<file path="src/rtl/hspe_ram.sv">
// generic single-write, single-read ram with registered read data
module hspe_ram #(
	parameter int WIDTH = 64,
	parameter int DEPTH = 16
) (
	input  logic                     clk,
	input  logic                     we,
	input  logic [$clog2(DEPTH)-1:0] waddr,
	input  logic [WIDTH-1:0]         wdata,
	input  logic [$clog2(DEPTH)-1:0] raddr,
	output logic [WIDTH-1:0]         rdata
);

	logic [WIDTH-1:0] mem [DEPTH];

	// write port and registered read port
	always_ff @(posedge clk) begin
		if (we)
			mem[waddr] <= wdata;
		rdata <= mem[raddr];
	end

endmodule

</file>
<file path="config.mk">
export PLATFORM = sky130hd
export DESIGN_NAME = hspe_ram
export DESIGN_NICKNAME = d
export VERILOG_FILES = /design/src/rtl/hspe_ram.sv
export SDC_FILE = /design/constraint.sdc
export NUM_CORES = 1
export LEC_CHECK = 0
export ABC_CLOCK_PERIOD_IN_PS = 9230
export BUFFER_PORTS_ARGS = -buffer_cell sky130_fd_sc_hd__buf_2
export CELL_PAD_IN_SITES_DETAIL_PLACEMENT = 0
export CELL_PAD_IN_SITES_GLOBAL_PLACEMENT = 1
export CORE_MARGIN = 8
export CORE_UTILIZATION = 45
export DETAILED_ROUTE_END_ITERATION = 12
export HOLD_SLACK_MARGIN = 0.02
export PLACE_DENSITY_LB_ADDON = 0.12
export SYNTH_ARGS = -nofsm -noshare
export SYNTH_HDL_FRONTEND = slang
export SYNTH_SLANG_ARGS = --single-unit
</file>
<file path="constraint.sdc">
create_clock -name clk -period 9.23 [get_ports clk]
set_input_delay 1.846 -clock clk [delete_from_list [all_inputs] [get_ports clk]]
set_output_delay 1.846 -clock clk [all_outputs]
set_load 0.02 [all_outputs]
</file>
==> impl_metrics.yaml <==
routing:
  ant_nets: 0
  dr.first_iter.drc_count: 1521
  wl_per_cell_um: 29.0
  vias: 17842
  drc: 0
  drt_pass1_iterations: 5
  wirelength_um: 89900
  drt-vias-per-instance: 5.75
power:
  switching_share: 0.205
  vdd_drop_max_v: 0.000149
  power_frac_seq: 0.532
  pwr-share-comb: 0.048
  p_sw_mw: 2.15
  clkPwrFrac: 0.420
  p_leak_nw: 14.5
  intPower_mw: 8.31
  p_per_area_nw_per_um2: 231
grt:
  gr-total-overflow: 0
  grt_pass1_vias: 19481
  antenna_found_initial: 13
  grt_start_max_net_pins: 125
  grt_usage: 0.183
  grt_pass1_wl_um: 132000
clock_tree:
  clock_sinks: 1088
  cts.path.max_buffers: 3
  cts_resized: 0
  htreeDepth: 3
  clkTransAtPathRegs_ns: 0.06
  post-cts-setup-buffers: 0
  insertion_delay_ns: 0.66
  tritoncts: "done"
  cts_buffers: 111
  cts.hold.buffers_added: 0
  cts_root_buffer: "clkbuf_16"
status:
  outcome: "finished, final reports clean"
critical_path:
  cp-start-kind: "primary input"
  path_class: "primary input to register"
  path_common_cell: "buf_4"
  cp.arrival_ns: 4.24
  crit_path_max_fanout: 25
  required_ns: 9.52
  cp_slowest_cell: "nor2_4"
  cp-end-kind: "register"
  worstPathCellList: "buf_2 -> nand3b_1 -> nor2_4 -> buf_4 -> buf_4"
  slowest_delay_ns: 0.76
final_layout:
  area_growth_syn_to_layout_pct: 14.5
  filler_cell_count: 6859
  drive_above_1_share: 0.312
  nNetsFinal: 1922
placed_design:
  dpl.hpwl_um: 44000
  port_buffers: 137
  gp_congestion: 0.681
  dp_slack_ns: 4.55
timing:
  hold_viol: 0
  maxSlewHeadroom: 0.247
  tns_ns: 0
  rsz0062_at_grt: "no"
  post-route-period-util: 0.428
  drv_slew: 0
  worst_slew_pin_slew_ns: 1.13
  max_freq_mhz: 253
  fin_ws_ns: 5.28
  period_needed_ns: 3.95
  fin_worst_skew_ns: 0.0244
  setup_viol: 0
logic_synthesis:
  ys_seq_area_frac: 0.809
  synth_edf_count: 1024
  yosys_warnings: 0
  synth_top_cell_by_area: "edfxtp_1"
  syn_inst: 1647
  synth_most_common_cell: "edfxtp_1"
  synth_area_leaders: "edfxtp_1 78%, mux4_2 15%, dfxtp_1 3.2%"
  synth_top_cells_by_count: "1,024 x edfxtp_1, 256 x mux4_2, 128 x a22oi_1"
  syn_nets: 1721
  synth.distinct_cells: 18
  yosysTopAreaCellShare: 0.777
  ys_ff_latch: 1088
  syn_area_um2: 39600
  ys_async_sr_fraction: 0
  syn_avg_cell_area_um2: 24.0
  ys.flop_type: "edfxtp_1"
job:
  cap_violations: 0
floorplan:
  die_y_um: 313
  die-area_um2: 97700
  core_area_um2: 87000
  die_w_um: 313
  ios: 138
  initial_core_util: 0.455
  row_count: 108
min_path:
  min_path_type: "register to register"
## power groups by stage
stage          combinational [mW]  clock, mW  sequential [mW]
5_1_grt                     0.543       4.67             5.57
2_1_floorplan               0.263          0             5.70
6_report                    0.502       4.39             5.56
3_3_place_gp                0.507          0             5.67
3_5_place_dp                0.515          0             5.67
4_1_cts                     0.515       4.49             5.57
## per-stage QoR
step	utilization	hold slack, ns	std cells	total power, mW	instance area [um^2]
4_1_cts	0.521	0.667	3100	10.6	45300
3_3_place_gp	0.479	0.654	2890	6.17	41700
2_1_floorplan	-	0.635	1647	5.96	39600
5_1_grt	0.521	0.688	3101	10.8	45300
3_5_place_dp	0.479	0.657	2890	6.18	41700
6_report	0.521	0.663	3105	10.5	45300
## worst max-delay path: cells and delay by family
kind,cells,cell delay (ns)
buf+inv,3,1.21
simple gates,2,1.13
## area by class of cell
cell class,count,area [um^2],share of cell area
Multi-Input combinational cell,475,7230,0.160
Clock buffer,168,3230,0.0712
Antenna cell,5,12.5,0.000276
Timing Repair Buffer,172,993,0.0219
Clock inverter,42,385,0.00850
Tap cell,1155,1450,0.0319
Sequential cell,1088,32000,0.707
## final timing paths
kind | startpoint | endpoint | slack (ns) | cells after the start
hold / removal | mem[14][31] | rdata[31] | 0.66 | 3
hold reg to reg | mem[14][31] | rdata[31] | 0.66 | 3
setup / recovery | waddr[2] | mem[9][25] | 5.28 | 5
setup reg to reg | mem[3][20] | rdata[20] | 7.83 | 3
## flip-flops by register name, indices dropped and copies added, names as in the netlist
| name | count |
|---|---|
| mem | 1024 |
| rdata | 64 |
## cell families after synthesis
family          Yosys count  synth area share
mux                     256             0.146
buf+inv                  84            0.0114
simple gates             91           0.00942
compound gates          128            0.0243
flops                  1088             0.809
## metal layers
metal  wire (um)  share of wire  up-vias  GRT usage
met5          43        0.00048        -          0
met4        1590          0.018        6     0.0427
met3        5520          0.061      136     0.0378
met2       44100           0.49      503      0.303
met1       38700           0.43     9726      0.251
li1            -              -     7471          -
## layout by cell type (no fill, tap or decap), types with 4 or more instances in the layout
cell / Yosys / final
a22oi_1: 128 / 128
buf_2: 13 / 135
buf_4: 6 / 33
bufinv_16: 0 / 7
clkbuf_1: 36 / 39
clkbuf_16: 0 / 116
clkbuf_8: 0 / 13
clkinv_1: 0 / 14
clkinv_2: 0 / 18
dfxtp_1: 64 / 64
diode_2: 0 / 5
edfxtp_1: 1024 / 1024
mux4_2: 256 / 256
nand2_1: 65 / 65
nor2_4: 0 / 13
nor3_2: 0 / 4
(Power assumes the default switching activity.)
